### config.mk
export PLATFORM = sky130hd
export DESIGN_NAME = modbus_rtu_response_parser
export DESIGN_NICKNAME = d
export VERILOG_FILES = /design/src/rtl/core/mbrp_pkg.sv /design/src/rtl/core/mbrp_cfg.sv /design/src/rtl/core/mbrp_frame.sv /design/src/rtl/core/mbrp_emit.sv /design/src/rtl/core/modbus_rtu_response_parser.sv
export SDC_FILE = /design/constraint.sdc
export NUM_CORES = 1
export LEC_CHECK = 0
export ABC_AREA = 1
export BUFFER_PORTS_ARGS = -buffer_cell sky130_fd_sc_hd__clkbuf_2
export CELL_PAD_IN_SITES_DETAIL_PLACEMENT = 2
export CELL_PAD_IN_SITES_GLOBAL_PLACEMENT = 2
export CORE_UTILIZATION = 43
export DETAILED_ROUTE_END_ITERATION = 6
export PLACE_DENSITY = 0.89
export SLEW_MARGIN = 25
export SYNTH_ARGS = -nofsm -noshare
export SYNTH_HDL_FRONTEND = slang
export SYNTH_SLANG_ARGS = --single-unit
### constraint.sdc
create_clock -name clk -period 8.35 [get_ports clk]
set_input_delay 1.2525 -clock clk [delete_from_list [all_inputs] [get_ports clk]]
set_output_delay 1.2525 -clock clk [all_outputs]
set_load 0.005 [all_outputs]
### src/rtl/core/mbrp_pkg.sv
// Shared types, codes and the CRC-16 step for the Modbus RTU response parser.
// Depends on nothing; every other file of the block uses it by scoped names.
package mbrp_pkg;

  // command codes on the request channel
  localparam logic [1:0] CMD_REQUEST = 2'd0;
  localparam logic [1:0] CMD_BYTE    = 2'd1;
  localparam logic [1:0] CMD_TICK    = 2'd2;

  // result status codes
  localparam logic [2:0] ST_OK          = 3'd0;
  localparam logic [2:0] ST_CRC_ERR     = 3'd1;
  localparam logic [2:0] ST_WRONG_SLAVE = 3'd2;
  localparam logic [2:0] ST_EXCEPTION   = 3'd3;
  localparam logic [2:0] ST_BAD_FUNC    = 3'd4;
  localparam logic [2:0] ST_TIMEOUT     = 3'd5;
  localparam logic [2:0] ST_BAD_LENGTH  = 3'd6;

  // configuration register indexes (paddr[2])
  localparam logic REG_UNIT_ID       = 1'b0;
  localparam logic REG_TIMEOUT_TICKS = 1'b1;

  localparam logic [7:0]  UNIT_ID_RESET = 8'h01;
  localparam logic [15:0] TIMEOUT_RESET = 16'd1000;

  localparam logic [15:0] CRC_INIT     = 16'hFFFF;
  localparam logic [15:0] CRC_POLY     = 16'hA001;
  localparam logic [7:0]  FUNC_READ    = 8'h03;
  localparam int          FUNC_EXC_BIT = 7;
  localparam logic [15:0] TICK_MAX     = 16'hFFFF;

  localparam logic [8:0] LEN_EXCEPTION = 9'd5;
  localparam logic [8:0] LEN_OTHER     = 9'd7;
  localparam logic [8:0] LEN_READ_BASE = 9'd5;

  // widest store address over the legal range of the register count
  localparam int STORE_ADDR_MAX_W = 6;

  typedef struct packed {
    logic [2:0]  status;
    logic [15:0] value;
    logic [6:0]  nregs;
  } fin_t;

  typedef struct packed {
    logic                        en;
    logic [STORE_ADDR_MAX_W-1:0] addr;
    logic [15:0]                 data;
  } wr_t;

  // one byte of the reflected CRC-16
  function automatic logic [15:0] crc16_byte(input logic [15:0] crc, input logic [7:0] b);
    logic [15:0] c;
    c = crc ^ {8'h00, b};
    for (int k = 0; k < 8; k++) begin
      if (c[0]) begin
        c = (c >> 1) ^ CRC_POLY;
      end else begin
        c = c >> 1;
      end
    end
    return c;
  endfunction

endpackage

### src/rtl/core/mbrp_cfg.sv
// APB-style configuration registers: expected unit id and timeout.
// Depends on mbrp_pkg for register indexes and reset values.
module mbrp_cfg (
  input  logic        clk,
  input  logic        rst,
  input  logic        psel,
  input  logic        penable,
  input  logic        pwrite,
  input  logic [2:0]  paddr,
  input  logic [31:0] pwdata,
  output logic [31:0] prdata,
  output logic        pready,
  output logic [7:0]  unit_id,
  output logic [15:0] timeout_ticks
);

  logic wr_hit;

  assign pready = 1'b1;
  assign wr_hit = psel && penable && pwrite;

  always_ff @(posedge clk) begin
    if (rst) begin
      unit_id       <= mbrp_pkg::UNIT_ID_RESET;
      timeout_ticks <= mbrp_pkg::TIMEOUT_RESET;
    end else if (wr_hit) begin
      case (paddr[2])
        mbrp_pkg::REG_UNIT_ID:       unit_id       <= pwdata[7:0];
        mbrp_pkg::REG_TIMEOUT_TICKS: timeout_ticks <= pwdata[15:0];
        default: ;
      endcase
    end
  end

  always_comb begin
    case (paddr[2])
      mbrp_pkg::REG_UNIT_ID:       prdata = {24'h000000, unit_id};
      mbrp_pkg::REG_TIMEOUT_TICKS: prdata = {16'h0000, timeout_ticks};
      default:                     prdata = 32'h00000000;
    endcase
  end

endmodule

### src/rtl/core/mbrp_frame.sv
// Frame tracker: byte position, running CRC, header bytes, tick counter and checks.
// Depends on mbrp_pkg; drives register writes into the store and finish requests.
module mbrp_frame #(
  parameter int MAX_REGS = 32
) (
  input  logic                 clk,
  input  logic                 rst,
  input  logic                 accept,
  input  logic [1:0]           cmd,
  input  logic [7:0]           rx_byte,
  input  logic [7:0]           unit_id,
  input  logic [15:0]          timeout_ticks,
  output logic                 fin_valid,
  output mbrp_pkg::fin_t       fin,
  output mbrp_pkg::wr_t        wr
);

  localparam logic [8:0] MAX_COUNT = 9'(2 * MAX_REGS);

  logic        waiting, waiting_next;
  logic [7:0]  pos, pos_next;
  logic [15:0] crc, crc_next;
  logic [7:0]  crc_low, crc_low_next;
  logic [7:0]  addr_b, addr_b_next;
  logic [7:0]  func_b, func_b_next;
  logic [7:0]  count_b, count_b_next;
  logic [7:0]  hold, hold_next;
  logic [15:0] tick, tick_next;
  logic        fin_valid_next;
  mbrp_pkg::fin_t fin_next;

  logic [8:0]  pos9;
  logic [8:0]  len9;
  logic [7:0]  off;
  logic [15:0] rx_crc;

  assign pos9   = {1'b0, pos};
  assign off    = pos - 8'd3;
  assign rx_crc = {rx_byte, crc_low};

  always_comb begin
    if (func_b[mbrp_pkg::FUNC_EXC_BIT]) begin
      len9 = mbrp_pkg::LEN_EXCEPTION;
    end else if (func_b == mbrp_pkg::FUNC_READ) begin
      len9 = mbrp_pkg::LEN_READ_BASE + {1'b0, count_b};
    end else begin
      len9 = mbrp_pkg::LEN_OTHER;
    end
  end

  always_comb begin
    waiting_next   = waiting;
    pos_next       = pos;
    crc_next       = crc;
    crc_low_next   = crc_low;
    addr_b_next    = addr_b;
    func_b_next    = func_b;
    count_b_next   = count_b;
    hold_next      = hold;
    tick_next      = tick;
    fin_valid_next = 1'b0;
    fin_next       = '0;
    wr             = '0;
    if (accept) begin
      case (cmd)
        mbrp_pkg::CMD_REQUEST: begin
          waiting_next = 1'b1;
          pos_next     = 8'd0;
          crc_next     = mbrp_pkg::CRC_INIT;
          crc_low_next = 8'd0;
          addr_b_next  = 8'd0;
          func_b_next  = 8'd0;
          count_b_next = 8'd0;
          hold_next    = 8'd0;
          tick_next    = 16'd0;
        end
        mbrp_pkg::CMD_BYTE: begin
          if (waiting) begin
            pos_next = pos + 8'd1;
            if (pos == 8'd0) begin
              addr_b_next = rx_byte;
              crc_next    = mbrp_pkg::crc16_byte(crc, rx_byte);
            end else if (pos == 8'd1) begin
              func_b_next = rx_byte;
              crc_next    = mbrp_pkg::crc16_byte(crc, rx_byte);
            end else if (pos == 8'd2) begin
              count_b_next = rx_byte;
              crc_next     = mbrp_pkg::crc16_byte(crc, rx_byte);
              // for a read reply, an odd or oversized byte count ends the frame here, no CRC check
              if (func_b == mbrp_pkg::FUNC_READ &&
                  (rx_byte[0] || {1'b0, rx_byte} > MAX_COUNT)) begin
                waiting_next    = 1'b0;
                fin_valid_next  = 1'b1;
                fin_next.status = mbrp_pkg::ST_BAD_LENGTH;
              end
            end else if (pos9 + 9'd2 < len9) begin
              crc_next = mbrp_pkg::crc16_byte(crc, rx_byte);
              if (func_b == mbrp_pkg::FUNC_READ) begin
                if (!off[0]) begin
                  hold_next = rx_byte;
                end else begin
                  wr.en   = 1'b1;
                  wr.addr = off[mbrp_pkg::STORE_ADDR_MAX_W:1];
                  wr.data = {hold, rx_byte};
                end
              end
            end else if (pos9 + 9'd2 == len9) begin
              crc_low_next = rx_byte;
            end else begin
              waiting_next   = 1'b0;
              fin_valid_next = 1'b1;
              if (rx_crc != crc) begin
                fin_next.status = mbrp_pkg::ST_CRC_ERR;
              end else if (addr_b != unit_id) begin
                fin_next.status = mbrp_pkg::ST_WRONG_SLAVE;
              end else if (func_b[mbrp_pkg::FUNC_EXC_BIT]) begin
                fin_next.status = mbrp_pkg::ST_EXCEPTION;
                fin_next.value  = {8'h00, count_b};
              end else if (func_b != mbrp_pkg::FUNC_READ) begin
                fin_next.status = mbrp_pkg::ST_BAD_FUNC;
              end else begin
                fin_next.status = mbrp_pkg::ST_OK;
                fin_next.nregs  = count_b[7:1];
              end
            end
          end
        end
        mbrp_pkg::CMD_TICK: begin
          if (waiting) begin
            tick_next = (tick == mbrp_pkg::TICK_MAX) ? tick : tick + 16'd1;
            if (tick_next >= timeout_ticks) begin
              waiting_next    = 1'b0;
              fin_valid_next  = 1'b1;
              fin_next.status = mbrp_pkg::ST_TIMEOUT;
            end
          end
        end
        default: ;
      endcase
    end
  end

  always_ff @(posedge clk) begin
    if (rst) begin
      waiting   <= 1'b0;
      pos       <= 8'd0;
      crc       <= mbrp_pkg::CRC_INIT;
      crc_low   <= 8'd0;
      addr_b    <= 8'd0;
      func_b    <= 8'd0;
      count_b   <= 8'd0;
      hold      <= 8'd0;
      tick      <= 16'd0;
      fin_valid <= 1'b0;
    end else begin
      waiting   <= waiting_next;
      pos       <= pos_next;
      crc       <= crc_next;
      crc_low   <= crc_low_next;
      addr_b    <= addr_b_next;
      func_b    <= func_b_next;
      count_b   <= count_b_next;
      hold      <= hold_next;
      tick      <= tick_next;
      fin_valid <= fin_valid_next;
    end
    fin <= fin_next;
  end

endmodule

### src/rtl/core/mbrp_emit.sv
// Register store memory and result sequencer: one status item or a register burst.
// Depends on mbrp_pkg; takes writes and finish requests from mbrp_frame.
module mbrp_emit #(
  parameter int MAX_REGS = 32
) (
  input  logic           clk,
  input  logic           rst,
  input  mbrp_pkg::wr_t  wr,
  input  logic           fin_valid,
  input  mbrp_pkg::fin_t fin,
  output logic           take_ok,
  output logic           out_valid,
  input  logic           out_ready,
  output logic [2:0]     status,
  output logic [4:0]     reg_index,
  output logic [15:0]    reg_value,
  output logic [5:0]     reg_count,
  output logic           last
);

  localparam int AW = (MAX_REGS > 1) ? $clog2(MAX_REGS) : 1;

  typedef enum logic [1:0] {
    E_IDLE,
    E_LOAD,
    E_HOLD
  } emit_state_t;

  emit_state_t state;
  logic [15:0] mem [MAX_REGS];
  logic [15:0] rd_data;
  logic        rd_en;
  logic [AW-1:0] rd_addr;
  logic [AW-1:0] idx;
  logic [6:0]  nregs;
  logic        burst_start;
  logic        single;
  logic        idx_last;

  assign burst_start = (state == E_IDLE) && fin_valid &&
                       fin.status == mbrp_pkg::ST_OK && fin.nregs != 7'd0;
  assign single      = (state == E_IDLE) && fin_valid && !burst_start;
  assign idx_last    = (7'(idx) + 7'd1) == nregs;

  // inputs are held off during a burst, so store writes and reads never overlap
  assign take_ok = (state == E_IDLE) && !fin_valid && (!out_valid || out_ready);

  always_comb begin
    rd_en   = 1'b0;
    rd_addr = '0;
    if (burst_start) begin
      rd_en = 1'b1;
    end else if (state == E_HOLD && out_ready && !last) begin
      rd_en   = 1'b1;
      rd_addr = idx + AW'(1);
    end
  end

  always_ff @(posedge clk) begin
    if (wr.en) begin
      mem[wr.addr[AW-1:0]] <= wr.data;
    end
    if (rd_en) begin
      rd_data <= mem[rd_addr];
    end
  end

  always_ff @(posedge clk) begin
    if (rst) begin
      state     <= E_IDLE;
      out_valid <= 1'b0;
    end else begin
      case (state)
        E_IDLE: begin
          if (out_valid && out_ready) begin
            out_valid <= 1'b0;
          end
          if (burst_start) begin
            idx   <= '0;
            nregs <= fin.nregs;
            state <= E_LOAD;
          end else if (single) begin
            out_valid <= 1'b1;
            status    <= fin.status;
            reg_index <= 5'd0;
            reg_value <= fin.value;
            reg_count <= 6'd0;
            last      <= 1'b1;
          end
        end
        E_LOAD: begin
          out_valid <= 1'b1;
          status    <= mbrp_pkg::ST_OK;
          reg_index <= 5'(idx);
          reg_value <= rd_data;
          reg_count <= nregs[5:0];
          last      <= idx_last;
          state     <= E_HOLD;
        end
        E_HOLD: begin
          if (out_ready) begin
            out_valid <= 1'b0;
            if (last) begin
              state <= E_IDLE;
            end else begin
              idx   <= rd_addr;
              state <= E_LOAD;
            end
          end
        end
        default: state <= E_IDLE;
      endcase
    end
  end

`ifndef SYNTHESIS
  a_no_write_in_burst: assert property (@(posedge clk) disable iff (rst)
    !(wr.en && state != E_IDLE))
    else $error("store written during a register burst");

  a_fin_output_free: assert property (@(posedge clk) disable iff (rst)
    (fin_valid && state == E_IDLE) |-> !out_valid)
    else $error("finish request arrived with the output register occupied");

  a_hold_has_item: assert property (@(posedge clk) disable iff (rst)
    (state == E_HOLD) |-> out_valid)
    else $error("burst holding state without a result shown");

  a_status_item_last: assert property (@(posedge clk) disable iff (rst)
    (out_valid && status != mbrp_pkg::ST_OK) |-> (last && reg_count == 6'd0))
    else $error("status item not marked last");

  a_load_follows_read: assert property (@(posedge clk) disable iff (rst)
    (state == E_LOAD) |-> $past(rd_en))
    else $error("result loaded without a store read");
`endif

endmodule

### src/rtl/core/modbus_rtu_response_parser.sv
// Top level of the Modbus RTU read-holding-registers response parser.
// Depends on mbrp_pkg, mbrp_cfg, mbrp_frame and mbrp_emit.
//
// Usage: the request channel (in_valid/in_ready, cmd, rx_byte) carries one
// command a request: cmd REQUEST opens a frame, BYTE feeds one received
// byte, TICK advances the timeout counter. The result channel
// (out_valid/out_ready) returns either one status item or, for a good
// function 3 reply, one item per 16-bit register with last on the final one.
// unit_id and timeout_ticks are set over the APB port (0x0, 0x4).
// Flow: a request is taken whenever in_ready is high. The cycle
// after a frame end is spent registering the finish decision. A status
// item passes through the finish register and then the result register; a
// register burst shows each item after a registered read of the register
// store, the next read starting when the previous item is taken.
// in_ready stays low until the burst's last item is taken.
// Reset clears the frame state, the sequencer state and out_valid; the store itself
// holds no reset and is read only at entries written in the same frame.
// A stalled receiver holds the current item and, while that item waits,
// the request channel.
module modbus_rtu_response_parser #(
  parameter int MAX_REGS = 32
) (
  input  logic        clk,
  input  logic        rst,
  input  logic        psel,
  input  logic        penable,
  input  logic        pwrite,
  input  logic [2:0]  paddr,
  input  logic [31:0] pwdata,
  output logic [31:0] prdata,
  output logic        pready,
  input  logic        in_valid,
  output logic        in_ready,
  input  logic [1:0]  cmd,
  input  logic [7:0]  rx_byte,
  output logic        out_valid,
  input  logic        out_ready,
  output logic [2:0]  status,
  output logic [4:0]  reg_index,
  output logic [15:0] reg_value,
  output logic [5:0]  reg_count,
  output logic        last
);

  logic [7:0]  unit_id;
  logic [15:0] timeout_ticks;
  logic        accept;
  logic        fin_valid;
  mbrp_pkg::fin_t fin;
  mbrp_pkg::wr_t  wr;

  assign accept = in_valid && in_ready;

  mbrp_cfg u_cfg (
    .clk           (clk),
    .rst           (rst),
    .psel          (psel),
    .penable       (penable),
    .pwrite        (pwrite),
    .paddr         (paddr),
    .pwdata        (pwdata),
    .prdata        (prdata),
    .pready        (pready),
    .unit_id       (unit_id),
    .timeout_ticks (timeout_ticks)
  );

  mbrp_frame #(
    .MAX_REGS (MAX_REGS)
  ) u_frame (
    .clk           (clk),
    .rst           (rst),
    .accept        (accept),
    .cmd           (cmd),
    .rx_byte       (rx_byte),
    .unit_id       (unit_id),
    .timeout_ticks (timeout_ticks),
    .fin_valid     (fin_valid),
    .fin           (fin),
    .wr            (wr)
  );

  mbrp_emit #(
    .MAX_REGS (MAX_REGS)
  ) u_emit (
    .clk       (clk),
    .rst       (rst),
    .wr        (wr),
    .fin_valid (fin_valid),
    .fin       (fin),
    .take_ok   (in_ready),
    .out_valid (out_valid),
    .out_ready (out_ready),
    .status    (status),
    .reg_index (reg_index),
    .reg_value (reg_value),
    .reg_count (reg_count),
    .last      (last)
  );

endmodule

==> flow_summary_export.csv <==
group,metric,value,unit
finish,multi_input_area,0.00957,mm²
yosys,synthArstFlopShare,0,%
yosys,ys_seq_elements,698,
clock_network,numCtsBuffers,77,
place,dp_hpwl,72.0,mm
sta,fin_crit,5510,ps
clock_network,cts_resized,0,
grt,grt_overflow,0,
detailed_routing,post_drt_wl_per_cell,31.6,µm
grt,grt_max_degree,189,
worst_setup_path,endpoint_kind,"flip-flop",
place,dp_slack,3250,ps
sta,fin_setup_tns,0,ps
sta,slew_headroom,23.3,%
power_and_ir_drop,p_comb_share,11.8,%
sta,hold_ws,481,ps
grt,grt_antenna_before_repair,1,
job,maxCapViolCount,0,
clock_network,cts_setup_buffers,0,
floorplan,die_w,270,µm
grt,grt_pass1_wl,199,mm
power_and_ir_drop,p_seq_share,45.5,%
sta,max_slew.worst_pin.slew,1150,ps
floorplan,io_pins,118,
power_and_ir_drop,power,8.42,mW
power_and_ir_drop,clock_power_share,42.8,%
finish,n_fill_cell,7284,
yosys,synth-warning-count,0,
worst_setup_path,arrival,5810,ps
clock_network,cts_root_buf,"clkbuf_16",
detailed_routing,drc_errors,0,
finish,syn2layout_area_growth,12.9,%
worst_setup_path,critPathMostFrequentCell,"nor2_1",
clock_network,path_clk_slew,60,ps
worst_setup_path,critPathTopFamily,"simple AND/OR/NAND/NOR gates",
worst_setup_path,crit_fanout,20,
yosys,yosysUniqueCellTypes,45,
sta,post-route-period-util,66.0,%
power_and_ir_drop,ir_drop,0.152,mV
sta,fmaxAchievable,181,MHz
yosys,synth_area_leaders,"edfxtp_1 (56%), nand2_1 (12%), dfxtp_1 (8.2%)",
yosys,yosys.area.top_type_share,55.5,%
yosys,synth_edf_count,571,
worst_setup_path,slowest_delay,610,ps
floorplan,placementRows,97,
detailed_routing,first_pass_iters,6,
finish,drive_above_1_share,9.33,%
sta,setup_ws,2840,ps
worst_setup_path,start_kind,"flip-flop",
min_path,hold_class,"reg2reg",
clock_network,numClockSinks,698,
yosys,synth_area,0.0309,mm²
yosys,synth_top_cell_by_area,"edfxtp_1",
power_and_ir_drop,p_int,6.03,mW
power_and_ir_drop,power_switching_share,28.4,%
grt,grt.total_usage,36.9,%
yosys,syn_inst,3195,
detailed_routing,finalWirelength,135,mm
power_and_ir_drop,switchingPower,2.40,mW
detailed_routing,vias,25888,
sta,setup_viol,0,
sta,rsz0062_at_grt,"false",
yosys,syn_avg_cell_area,9.66,µm²
power_and_ir_drop,p_leak,13.8,nW
place,gp_congestion,0.823,
clock_network,cts_tree,"done",
sta,slew_viol_final,0,
grt,first_global_vias,28967,
sta,clock_skew,32.8,ps
worst_setup_path,crit_type,"reg2reg",
worst_setup_path,crit_chain,"inv_1 -> nand4_1 -> nor2_1 -> inv_1 -> nor2_1 -> o21ai_0 -> ha_1 -> a21oi_1 -> nor2_1 -> nor3_1 -> nand3_1 -> inv_1 -> nand4_1 -> buf_4 -> inv_2 -> nand3_1 -> nor2_1 -> buf_4",
worst_setup_path,cp_slowest_cell,"nor2_1",
clock_network,cts_buffer_depth,3,
detailed_routing,first_iter_violations,2467,
clock_network,clk_latency,650,ps
floorplan,start_util,43.8,%
detailed_routing,vias_per_cell,6.04,
place,port-buffer-count,82,
worst_setup_path,cp.buffers_inverters,6,
detailed_routing,ant_nets,0,
clock_network,h-tree-depth,3,
sta,hold_viol,0,
worst_setup_path,cp.required,8650,ps
outcome,status,"completed",
clock_network,holdBufCountCts,0,
yosys,seq_area_frac_synth,63.8,%
yosys,synth_ff_type,"edfxtp_1",
floorplan,design.die.area,0.0729,mm²
power_and_ir_drop,powerDensity,242,mW/mm²
floorplan,die_height,270,µm
finish,regArea,0.0197,mm²
finish,fin_nets,3374,
floorplan,core_area,0.0705,mm²
-- synth_stat cells (all sizes together) (2+ instances only) --
cell and n:
o211ai 8, nand2 979, xor2 24, a21oi 115
nand3 250, clkbuf 74, buf 82, o21ai 168
dfxtp 127, nor3b 6, conb 2, nor2 409
ha 42, nor3 19, or2 2, inv 251
o21a 6, edfxtp 571, mux2 8, nand4 14
nor4 4, a211oi 4, a31oi 2, xnor2 20
-- worst paths after layout --
kind / startpoint / end / slack [ps] / cells after the start
worst max-delay path: u_frame.func_b[7] / u_emit.mem[26][7] / 2840 / 18
worst min-delay path: u_frame.fin[1] / u_emit.nregs[1] / 480 / 0
worst max register to register: u_frame.func_b[7] / u_emit.mem[26][7] / 2840 / 18
worst min register to register: u_frame.fin[1] / u_emit.nregs[1] / 480 / 0
-- power groups by stage --
stage | combinational [mW] | sequential (mW) | clock, mW
global placement | 0.803 | 3.89 | 0
finish | 0.991 | 3.83 | 3.60
global route | 1.04 | 3.83 | 3.71
CTS | 0.969 | 3.83 | 3.61
detailed placement | 0.901 | 3.90 | 0
floorplan | 0.561 | 3.88 | 0
-- layout make-up --
type | count | share of cell area [%]
inverters | 252 | 2.73
clock buffers | 98 | 5.94
multi-input cells | 2104 | 27.5
well taps | 940 | 3.38
repair buffers | 147 | 2.78
flip-flops and latches | 698 | 56.5
diodes | 1 | 0.00718
clock inverters | 44 | 1.22
-- worst register-to-register path, stage by stage (launching register included) --
cell,delay [ps]
dfxtp_1,350
inv_1,210
nand4_1,140
nor2_1,610
inv_1,280
nor2_1,210
o21ai_0,120
ha_1,320
a21oi_1,140
nor2_1,60
nor3_1,250
nand3_1,330
inv_1,220
nand4_1,130
buf_4,270
inv_2,170
nand3_1,450
nor2_1,450
buf_4,440
-- flip-flops by register name, summed over array words and instances (netlist names), 6 cells and up --
signal and cells:
u_emit.reg_value 16, u_frame.func_b 8, u_emit.reg_count 6, u_frame.hold 8, u_frame.crc 16, u_frame.tick 16
u_frame.pos 8, u_frame.count_b 8, u_cfg.timeout_ticks 16, u_emit.rd_data 16, u_frame.addr_b 8, u_emit.mem 512
u_frame.fin 18, u_cfg.unit_id 8, u_frame.crc_low 8, u_emit.nregs 7
-- per-layer routing --
layer	up-vias	track usage, %	share of wire, %
li1	10699	-	-
met1	13417	42.6	37
met2	1304	65.6	51
met3	468	4.79	5.8
met4	0	21.5	6.3
met5	-	0	0
-- placed cells by master (no fill, tap or decap), types with 4 or more instances in the layout --
cell type / synthesis / routed
nand2_1: 975 / 974
edfxtp_1: 571 / 571
nor2_1: 401 / 384
nand3_1: 248 / 248
inv_1: 242 / 241
o21ai_0: 155 / 155
dfxtp_1: 127 / 127
a21oi_1: 114 / 114
clkbuf_2: 0 / 82
clkbuf_16: 0 / 79
buf_4: 26 / 60
ha_1: 42 / 42
xor2_1: 24 / 24
nor2_2: 8 / 24
xnor2_1: 20 / 20
clkinv_1: 1 / 20
conb_1: 2 / 17
clkbuf_1: 74 / 17
nor3_1: 16 / 16
nand4_1: 14 / 14
clkinv_2: 0 / 14
o21ai_1: 13 / 13
mux2_2: 8 / 8
bufinv_16: 0 / 8
inv_2: 9 / 7
o211ai_1: 7 / 7
o21a_1: 6 / 6
nor3b_1: 5 / 5
nor4_1: 4 / 4
nand2_2: 4 / 4
buf_12: 0 / 4
-- cells by family (layout without fill, tap and decap cells) --
family,count (synthesis),in the layout,share of synthesized area [%]
mux,8,8,0.292
simple gates,1685,1685,22.0
buf+inv,408,541,5.66
compound gates,308,308,5.25
flops,698,698,63.8
other cells,2,18,0.0243
xor+xnor,44,44,1.25
fa+ha+maj,42,42,1.70
-- metrics by stage --
step	instances	cell area [µm²]	utilization [%]
2_1_floorplan	3210	30900	-
3_3_place_gp	4140	32300	45.8
3_5_place_dp	4140	32300	45.8
4_1_cts	4282	34800	49.4
5_1_grt	4283	34800	49.4
6_report	4284	34800	49.4
(Power assumes the default switching activity.)
